$ cat src/rtl/wwf_pkg.sv
package wwf_pkg;

    localparam int MAX_LETTERS_DEF = 16;
    localparam int LIST_SLOTS_DEF  = 8;

    localparam int POS_W     = 5;
    localparam int LEN_W     = 5;
    localparam int CFG_IDX_W = 3;
    localparam int CFG_W     = 64;
    localparam int LIST_W    = 64;
    localparam int PAT_W     = 128;

    localparam logic [7:0] WILDCARD_BYTE = 8'h5F;
    localparam logic [7:0] NEWLINE_BYTE  = 8'h0A;
    localparam logic [7:0] NUL_BYTE      = 8'h00;

    localparam logic [LEN_W-1:0]  REQ_LEN_RESET = LEN_W'(5);
    localparam logic [63:0]       PATTERN_RESET = 64'h5F5F_5F5F_5F5F_5F5F;

    typedef enum logic [CFG_IDX_W-1:0] {
        REG_REQ_LEN  = 3'd0,
        REG_PAT_LOW  = 3'd1,
        REG_PAT_HIGH = 3'd2,
        REG_EXCL     = 3'd3,
        REG_INCL     = 3'd4
    } cfg_reg_t;

    typedef struct packed {
        logic [LEN_W-1:0]  req_len;
        logic [PAT_W-1:0]  pattern;
        logic [LIST_W-1:0] excl;
        logic [LIST_W-1:0] incl;
    } cfg_t;

    typedef struct packed {
        logic [7:0] letter;
        logic       last;
    } item_t;

    typedef struct packed {
        logic valid;
        logic word_ok;
    } word_res_t;

endpackage

$ cat src/rtl/wwf_cfg_regs.sv
module wwf_cfg_regs (
    input  logic                          aclk,
    input  logic                          aresetn,
    input  logic                          cfg_wr_en,
    input  logic [wwf_pkg::CFG_IDX_W-1:0] cfg_index,
    input  logic [wwf_pkg::CFG_W-1:0]     cfg_wdata,
    output wwf_pkg::cfg_t                 cfg
);
    import wwf_pkg::*;

    cfg_t cfg_reg;
    cfg_t cfg_next;

    always_comb begin
        cfg_next = cfg_reg;
        if (cfg_wr_en) begin
            case (cfg_index)
                REG_REQ_LEN:  cfg_next.req_len          = cfg_wdata[LEN_W-1:0];
                REG_PAT_LOW:  cfg_next.pattern[63:0]    = cfg_wdata;
                REG_PAT_HIGH: cfg_next.pattern[127:64]  = cfg_wdata;
                REG_EXCL:     cfg_next.excl             = cfg_wdata;
                REG_INCL:     cfg_next.incl             = cfg_wdata;
                default:      cfg_next = cfg_reg;
            endcase
        end
    end

    always_ff @(posedge aclk) begin
        if (!aresetn) begin
            cfg_reg.req_len <= REQ_LEN_RESET;
            cfg_reg.pattern <= {PATTERN_RESET, PATTERN_RESET};
            cfg_reg.excl    <= '0;
            cfg_reg.incl    <= '0;
        end else begin
            cfg_reg <= cfg_next;
        end
    end

    assign cfg = cfg_reg;

endmodule

$ cat src/rtl/wwf_word_check.sv
module wwf_word_check #(
    parameter int MAX_LETTERS = wwf_pkg::MAX_LETTERS_DEF,
    parameter int LIST_SLOTS  = wwf_pkg::LIST_SLOTS_DEF
) (
    input  logic               aclk,
    input  logic               aresetn,
    input  logic               fire,
    input  wwf_pkg::item_t     item,
    input  wwf_pkg::cfg_t      cfg,
    output wwf_pkg::word_res_t res
);
    import wwf_pkg::*;

    localparam int CNT_W = $clog2(LIST_SLOTS + 1);

    logic [POS_W-1:0]      pos_reg,    pos_next;
    logic                  valid_reg,  valid_next;
    logic                  closed_reg, closed_next;
    logic [LIST_SLOTS-1:0] used_reg,   used_next;
    logic [CNT_W-1:0]      found_reg,  found_next;

    logic [LIST_SLOTS-1:0] excl_en, incl_en, excl_eq, incl_eq, cand, take;
    logic [7:0]            pat_byte;
    logic [CNT_W-1:0]      incl_len;
    logic                  is_term, excl_hit;
    logic                  upd_valid;
    logic [POS_W-1:0]      upd_pos;

    // list enables: slot counts only up to the first zero byte
    always_comb begin
        for (int k = 0; k < LIST_SLOTS; k++) begin
            excl_eq[k] = (cfg.excl[8*k +: 8] == item.letter);
            incl_eq[k] = (cfg.incl[8*k +: 8] == item.letter);
            if (k == 0) begin
                excl_en[k] = (cfg.excl[7:0] != NUL_BYTE);
                incl_en[k] = (cfg.incl[7:0] != NUL_BYTE);
            end else begin
                excl_en[k] = excl_en[k-1] && (cfg.excl[8*k +: 8] != NUL_BYTE);
                incl_en[k] = incl_en[k-1] && (cfg.incl[8*k +: 8] != NUL_BYTE);
            end
        end
    end

    assign incl_len = CNT_W'($countones(incl_en));
    assign excl_hit = |(excl_en & excl_eq);
    assign cand     = incl_en & incl_eq & ~used_reg;
    assign take     = cand & (~cand + LIST_SLOTS'(1));   // lowest free matching slot
    assign pat_byte = cfg.pattern[8*pos_reg[3:0] +: 8];
    assign is_term  = (item.letter == NUL_BYTE) || (item.letter == NEWLINE_BYTE);

    always_comb begin
        upd_pos     = pos_reg;
        upd_valid   = valid_reg;
        closed_next = closed_reg;
        used_next   = used_reg;
        found_next  = found_reg;
        if (!closed_reg && valid_reg) begin
            if (is_term) begin
                closed_next = 1'b1;
            end else if (pos_reg >= POS_W'(MAX_LETTERS)) begin
                upd_valid = 1'b0;
            end else begin
                if (pat_byte == WILDCARD_BYTE) begin
                    if (excl_hit) begin
                        upd_valid = 1'b0;
                    end else begin
                        used_next  = used_reg | take;
                        found_next = found_reg + CNT_W'(|cand);
                    end
                end else begin
                    upd_valid = (item.letter == pat_byte);
                end
                upd_pos = pos_reg + POS_W'(1);
                if (upd_valid && (upd_pos > cfg.req_len)) begin
                    upd_valid = 1'b0;
                end
            end
        end
        pos_next   = upd_pos;
        valid_next = upd_valid;
    end

    assign res.valid   = fire && item.last;
    assign res.word_ok = upd_valid
                      && (cfg.req_len >= LEN_W'(1))
                      && (cfg.req_len <= LEN_W'(MAX_LETTERS))
                      && (upd_pos == cfg.req_len)
                      && (found_next == incl_len);

    always_ff @(posedge aclk) begin
        if (!aresetn || (fire && item.last)) begin
            pos_reg    <= '0;
            valid_reg  <= 1'b1;
            closed_reg <= 1'b0;
            used_reg   <= '0;
            found_reg  <= '0;
        end else if (fire) begin
            pos_reg    <= pos_next;
            valid_reg  <= valid_next;
            closed_reg <= closed_next;
            used_reg   <= used_next;
            found_reg  <= found_next;
        end
    end

    a_found_tracks_used: assert property (@(posedge aclk) disable iff (!aresetn)
        found_reg == CNT_W'($countones(used_reg)))
        else $error("found count out of step with used slots");

    a_pos_bounded: assert property (@(posedge aclk) disable iff (!aresetn)
        pos_reg <= POS_W'(MAX_LETTERS))
        else $error("position beyond letter limit");

    a_clear_after_last: assert property (@(posedge aclk) disable iff (!aresetn)
        (fire && item.last) |=> (pos_reg == '0) && valid_reg && !closed_reg
                                && (used_reg == '0))
        else $error("word state not cleared after last letter");

endmodule

$ cat src/rtl/wildcard_word_filter_core.sv
// Path: an input transfer lands in the input register; a final letter then
// goes through the check logic into the result register.
// Throughput: one letter per cycle; the only stall is a final letter while
// the result register still holds an untaken result.
// Reset (aresetn, synchronous, active low): clears the word state and both
// handshake stages and loads the configuration registers with their defaults.
module wildcard_word_filter_core #(
    parameter int MAX_LETTERS = wwf_pkg::MAX_LETTERS_DEF,
    parameter int LIST_SLOTS  = wwf_pkg::LIST_SLOTS_DEF
) (
    input  logic                          aclk,
    input  logic                          aresetn,
    input  logic                          s_tvalid,
    output logic                          s_tready,
    input  logic [7:0]                    s_tdata,   // [7:0] letter
    input  logic                          s_tlast,   // end_of_word
    output logic                          m_tvalid,
    input  logic                          m_tready,
    output logic [7:0]                    m_tdata,   // [0] word_matches, [7:1] zero
    input  logic                          cfg_wr_en,
    input  logic [wwf_pkg::CFG_IDX_W-1:0] cfg_index,
    input  logic [wwf_pkg::CFG_W-1:0]     cfg_wdata
);
    import wwf_pkg::*;

    cfg_t      cfg;
    item_t     in_item_reg;
    logic      in_valid_reg;
    logic      out_valid_reg;
    logic      out_match_reg;
    logic      out_free;
    logic      proc_fire;
    word_res_t res;

    wwf_cfg_regs u_cfg (
        .aclk      (aclk),
        .aresetn   (aresetn),
        .cfg_wr_en (cfg_wr_en),
        .cfg_index (cfg_index),
        .cfg_wdata (cfg_wdata),
        .cfg       (cfg)
    );

    wwf_word_check #(
        .MAX_LETTERS (MAX_LETTERS),
        .LIST_SLOTS  (LIST_SLOTS)
    ) u_check (
        .aclk    (aclk),
        .aresetn (aresetn),
        .fire    (proc_fire),
        .item    (in_item_reg),
        .cfg     (cfg),
        .res     (res)
    );

    // only a final letter needs room in the result register
    assign out_free  = !out_valid_reg || m_tready;
    assign proc_fire = in_valid_reg && (!in_item_reg.last || out_free);
    assign s_tready  = !in_valid_reg || proc_fire;

    always_ff @(posedge aclk) begin
        if (!aresetn) begin
            in_valid_reg <= 1'b0;
        end else if (s_tvalid && s_tready) begin
            in_valid_reg <= 1'b1;
        end else if (proc_fire) begin
            in_valid_reg <= 1'b0;
        end
    end

    always_ff @(posedge aclk) begin
        if (s_tvalid && s_tready) begin
            in_item_reg.letter <= s_tdata;
            in_item_reg.last   <= s_tlast;
        end
    end

    always_ff @(posedge aclk) begin
        if (!aresetn) begin
            out_valid_reg <= 1'b0;
        end else if (res.valid) begin
            out_valid_reg <= 1'b1;
        end else if (m_tready) begin
            out_valid_reg <= 1'b0;
        end
    end

    always_ff @(posedge aclk) begin
        if (res.valid) begin
            out_match_reg <= res.word_ok;
        end
    end

    assign m_tvalid = out_valid_reg;
    assign m_tdata  = {7'b0, out_match_reg};

endmodule
$ cat config.mk
export PLATFORM = sky130hd
export DESIGN_NAME = wildcard_word_filter_core
export DESIGN_NICKNAME = d
export VERILOG_FILES = /design/src/rtl/wwf_pkg.sv /design/src/rtl/wwf_cfg_regs.sv /design/src/rtl/wwf_word_check.sv /design/src/rtl/wildcard_word_filter_core.sv
export SDC_FILE = /design/constraint.sdc
export NUM_CORES = 1
export LEC_CHECK = 0
export BUFFER_PORTS_ARGS = -buffer_cell sky130_fd_sc_hd__buf_2
export CAP_MARGIN = 20
export CORE_MARGIN = 5
export CORE_UTILIZATION = 55
export DETAILED_ROUTE_END_ITERATION = 6
export PLACE_DENSITY_LB_ADDON = 0.08
export SETUP_SLACK_MARGIN = 0.2
export SLEW_MARGIN = 10
export SYNTH_ARGS = -nofsm -noshare
export SYNTH_HDL_FRONTEND = slang
export SYNTH_SLANG_ARGS = --single-unit
export TNS_END_PERCENT = 5
$ cat constraint.sdc
create_clock -name aclk -period 4.1 [get_ports aclk]
set_input_delay 0.82 -clock aclk [delete_from_list [all_inputs] [get_ports aclk]]
set_output_delay 0.82 -clock aclk [all_outputs]
set_load 0.03 [all_outputs]
# Yosys cells after proc, flatten, opt, wreduce, memory -nomap -nowiden
# Index checks and enable logic that the tools add are counted.
# word_totals
inputBits	81
romBits	0
regBits	292
latchBits	0
ram_bits	0
out_inout_bits	10
mem_count	0
# op_classes
n_eq_ne	25
magnitude_cmp	4
n_reduce_logical	62
n_mul	0
div	0
add_sub_neg	10
muxes	21
bitwise	10
shifts	1
# ops
op	n
8-bit == test	17
8-bit nonzero test	16
128-bit by 8-bit indexed part select with 8-bit output	1
8-bit bitwise AND	4
1-bit logical AND	23
4-bit 2-to-1 mux	5
8-bit NOT	2
8-bit OR reduction	2
5-bit 2-to-1 mux	3
1-bit 2-to-1 mux	13
4-bit adder	3
2-bit AND reduction	5
1-bit by 1-bit adder with 2-bit output	4
8-bit by 1-bit adder with 8-bit output (second input constant)	1
8-bit by 4-bit == test with 1-bit output (second input constant)	1
8-bit by 7-bit == test with 1-bit output (second input constant)	1
8-bit logical NOT	1
8-bit bitwise OR	1
3-bit by 2-bit == test with 1-bit output (second input constant)	2
6-bit AND reduction	1
5-bit by 1-bit adder with 5-bit output (second input constant)	1
5-bit == test	1
5-bit by 1-bit greater-or-equal comparator with 1-bit output (second input constant)	1
5-bit greater-or-equal comparator (second input constant)	1
12 further kinds	23

# Logic depth before layout (Yosys ltp)
# logic_depth
word_depth	24
mapped_depth	17
mapped_depth_nobuf	16

# Cells and area by module
# From an unflattened synthesis, not the netlist that was laid out.
# hier_totals
hier_cells	1529
hier_area_um2	15013.1
# by_module_without_submodules
mod	area_per_inst_um2	seq_area_each_um2	n_inst	cells_each
wwf_cfg_regs	10035.9	5225.0	1	974
wwf_word_check	4509.3	380.4	1	527
wildcard_word_filter_core	467.9	340.3	1	28

# Worst setup path before layout
# OpenSTA, ideal clock, no wires.
# synth_timing
path_type	register to register
from	reg u_cfg.cfg_reg, in the netlist u_cfg.cfg[4]
to	reg out_match_reg (data pin)
arrival_time_ns	4.100
setup_slack_ns	-0.167
synth_period_minus_slack_ns	4.267
t_required_ns	3.933
setup_time_ns	0.167
stages_incl_launch_ff	17
cell_sequence	dfxtp_1 nor4_1 nand2_1 nand4_1 inv_1 nand4b_1 a21oi_1 fa_1 fa_1 ha_1 fa_1 xnor2_1 a21oi_1 a2111o_1 nor4_1 o211ai_1 a221oi_2
# synth_rtl
item	line_no	source
start: declaration	wwf_cfg_regs.sv:11	cfg_t cfg_reg;
start signal: assignment	wwf_cfg_regs.sv:35	cfg_reg <= cfg_next;
end signal: assignment	wildcard_word_filter_core.sv:90	out_match_reg <= res.word_ok;
end: declaration	wildcard_word_filter_core.sv:30	logic out_match_reg;

==> summary by stage <==
Timing
Of the available clock period, the critical path in the final layout requires 1.03. The max-slew violation total from the final report is 0. The setup skew after layout is 0.0201 ns.

In the post-route analysis, the smallest setup slack over all paths is -0.112 ns. Setup total negative slack on the finished layout was measured at -0.112 ns. The final hold slack is 0.414 ns.

Headroom to the max-slew limit came out at 0.357. Setup violations remaining at the end of the flow were counted as 1. The transition at the pin with the smallest max-transition slack is 0.965 ns.

The post-layout minimum cycle time is 4.21 ns. Setup repair after global routing could not meet its margin everywhere. The top achievable clock speed is 0.237 GHz.

The number of hold violations in the final report is 0.

Global route
Entering global routing, the biggest net connects 199 pins. The total overflow left after global routing is 0. The met3 track demand over resource is 0.0648. The layer with the highest usage after global routing is met2. The first global-routing pass estimated 72900 microns of wire.

For this run, global-route usage on met1 was measured as 0.429. The via count of the first global-routing pass is 12600. The number of antenna violations at the first check in global routing came to 0. In the global route stage, met2 resource usage came out at 0.472. The global-route usage over all layers is 0.305.

Setup path
The worst setup path is of the flop to flop kind. The capturing element of the worst setup path is out_match_reg. The type of element capturing the critical path is a flop. STA puts the critical path data required time at 4.50 ns. The worst reg-to-reg path cell count is 16. The worst setup path is launched from a flop. The source of the critical timing path is u_cfg.cfg[24]. The worst reg2reg path endpoint is out_match_reg. The worst register-to-register path has a setup slack of -0.11 ns. Data arrives at the worst endpoint at 4.61 ns. Along the worst path, the maximum fanout reaches 4.

The worst register-to-register path begins at u_cfg.cfg[24].

Pwr
The analysis attributes to net switching a power of 1.70 mW. VDD sags by at most 0.000379 V. The switching share of power is 0.257. The power per cell area is 387 nW/um^2. The sequential power share is 0.454. Of the total power, the clock network draws 0.429. The analysis attributes to cell leakage a power of 6.79 nW.

The share of total power dissipated in combinational logic is 0.117. The internal power component is 4.90 mW. The total power is 6.60 mW.

Floorplan
During I/O placement, the number of pins put on the boundary was 91. The total area inside the core boundary comes to 26700 sq um. The initial cell density of the core is 0.554. In this run the core area contains 60 standard-cell rows. The horizontal die dimension is 174 microns.

The die is 174 microns tall. The total die area is 30200 sq um.

Place
The final estimated routing congestion in global placement is 0.949. The detailed-placement wirelength estimate is 33500 microns. The number of placed instances with taps included is 2165. The placement-stage cell area is 15900 sq um. In this run the tool buffered the top-level ports with 83 buffer cells.

Yosys
By count the netlist is led by nand2_1 (558), dfxtp_1 (282), a21boi_0 (164). Counting flops and latches in the post-synthesis netlist gives 292. After synthesis, the share of flip-flops with an asynchronous set or reset is 0. The cell count after synthesis is 1772. The number of warning messages in the yosys log is 0.

The number of different library cells used by synthesis comes to 73. The leading register cell type out of synthesis is dfxtp_1. By area the synthesized netlist is led by dfxtp_1 (38%), nand2_1 (14%), a21boi_0 (8.3%). The share of the Yosys chip area taken by registers is 0.403. The most common cell in the synthesized netlist is nand2_1.

The synthesized design contains 10 enable-type register cells. The mean instance size in the synthesized netlist is 8.33 sq um. The cell type with the largest total area after synthesis is dfxtp_1.

The synthesized netlist occupies a cell area of 14800 sq um. The area fraction of the dominant cell type after synthesis is 0.383.

Route
Wires add up to 47300 microns. The number of optimization iterations in the first detailed-route pass is 5. The detail route stage leaves a number of antenna-violating nets equal to 0.

In the routed layout, each cell is associated on average with a via count of 5.87. The total via count in the routed design is 13100. The first routing iteration left 1261 violations. After detailed routing, the number of remaining DRC violations is 0.

In the final routed layout, each cell accounts on average for 21.2 microns.

Final layout
The area of the multi-input gates is 8310 sq um. The flip-flop count of the largest register, all copies and words added is 261. The share of post-route cells with drive strength above 1 is 0.158.

The post-synthesis to final-layout area growth is 15.6%. The register area is 5950 sq um. The count of nets after finishing is 1955.

The layout has 2355 filler cells. The post-route non-filler standard cell count is 2224. The number of antenna diodes is 0. The finished cells cover 17100 sq um.

Clock network
Clock-pin slew was measured on the worst setup and hold paths at 0.06 ns. The clock passes through at most 3 buffers. The clock tree root buffer cell is clkbuf_16. The number of hold buffers added after CTS was 0. At the later pin of the worst-skew pair, clock insertion delay measures 0.58 ns. The number of levels in the clock H-tree is 1. Buffers inserted during clock tree synthesis total 31. For this design, the sink count on the clock tree is 292. The clock tree from TritonCTS is built.

Flow run
The number of violations of the max-capacitance limit is 0.

Outcome
The flow ran to the end, but the final reports show violations. The checks that failed: setup timing.

Worst hold path
The worst hold-check path type is input port to flop.
## worst max-delay path: stages, from the launching register on
cell	delay, ns
dfxtp_2	0.32
nor4_2	0.28
nand2_1	0.17
nand4_1	0.24
inv_1	0.09
nand4b_1	0.16
a21oi_2	0.06
fa_1	0.54
fa_1	0.42
ha_2	0.19
fa_2	0.40
xnor2_4	0.16
a32o_1	0.27
a2111oi_2	0.27
and3_1	0.19
o211ai_1	0.09
a221oi_2	0.18
## how the worst min path moves through the flow
stage,start,endpoint,slack (ns),cells after the start
floorplan,u_check.used_reg[4],u_check.used_reg[4],0.43,1
global placement,u_cfg.cfg[147],u_cfg.cfg[147],0.44,2
detailed placement,u_cfg.cfg[129],u_cfg.cfg[129],0.45,2
CTS,s_tdata[3],in_item_reg[4],0.39,1
global route,s_tdata[0],in_item_reg[1],0.40,1
finish,s_tdata[3],in_item_reg[4],0.41,1
## routing by layer
layer / wire length [microns] / share of wire
met2: 21000 / 0.44
met1: 20600 / 0.44
met3: 4180 / 0.088
met4: 1500 / 0.032
met5: 0 / 0
## metrics by stage
step	utilization	worst slack [ns]
final	0.640	-0.112
after global routing	0.640	-0.295
after CTS	0.639	-0.111
after detailed placement	0.598	-0.181
after global placement	0.598	-0.0917
after floorplan	-	0.130
## kinds of logic after synthesis
| family | Yosys count | synth area share |
|---|---|---|
| flip-flops | 292 | 0.403 |
| AO/OA/AOI/OAI | 254 | 0.129 |
| adder cells (fa/ha/maj) | 15 | 0.0148 |
| other | 1 | 0.000254 |
| buffers and inverters | 153 | 0.0452 |
| XOR/XNOR | 145 | 0.0861 |
| AND/OR/NAND/NOR | 846 | 0.250 |
| multiplexers | 66 | 0.0725 |
## power by group through the flow
stage               registers (mW)  logic (mW)  clock network [mW]
global route                  3.00       0.826                3.00
detailed placement            3.06       0.751                   0
finish                        3.00       0.771                2.83
CTS                           2.99       0.759                2.87
global placement              3.05       0.746                   0
floorplan                     3.03       0.468                   0
## timing repair
action                     CTS  global route
setup buffers                0             2
resized for setup           13             3
setup endpoints to repair    1             1
gates cloned                 0             0
pin swaps                    5             2
## layout make-up
class,count,area share
clock buffers,51,0.0546
clock inverters,6,0.00557
inverters,22,0.00484
multi-input cells,1333,0.487
flip-flops and latches,292,0.349
well taps,341,0.0250
repair buffers,179,0.0743
## layout by cell type, fill, tap and decap left out, types with 6 or more instances in the layout
cell	synthesis	final
nor2_1	35	32
clkbuf_1	86	12
xor2_1	71	71
conb_1	1	7
nor3_1	12	12
edfxtp_1	10	10
clkbuf_8	0	8
mux4_2	32	32
a21boi_0	164	164
nand2_1	558	558
buf_4	12	86
buf_12	0	10
inv_1	20	20
xnor2_1	74	73
o21ai_0	7	7
o21a_1	10	10
a31oi_1	7	7
nand4_1	20	20
ha_1	11	10
dfxtp_1	282	277
clkbuf_16	0	31
mux2i_1	27	27
nor4_1	47	41
buf_2	20	82
a21oi_1	16	15
nand3_1	125	123
nor2b_1	6	6
Note: power is estimated with default switching activity, not from simulation.
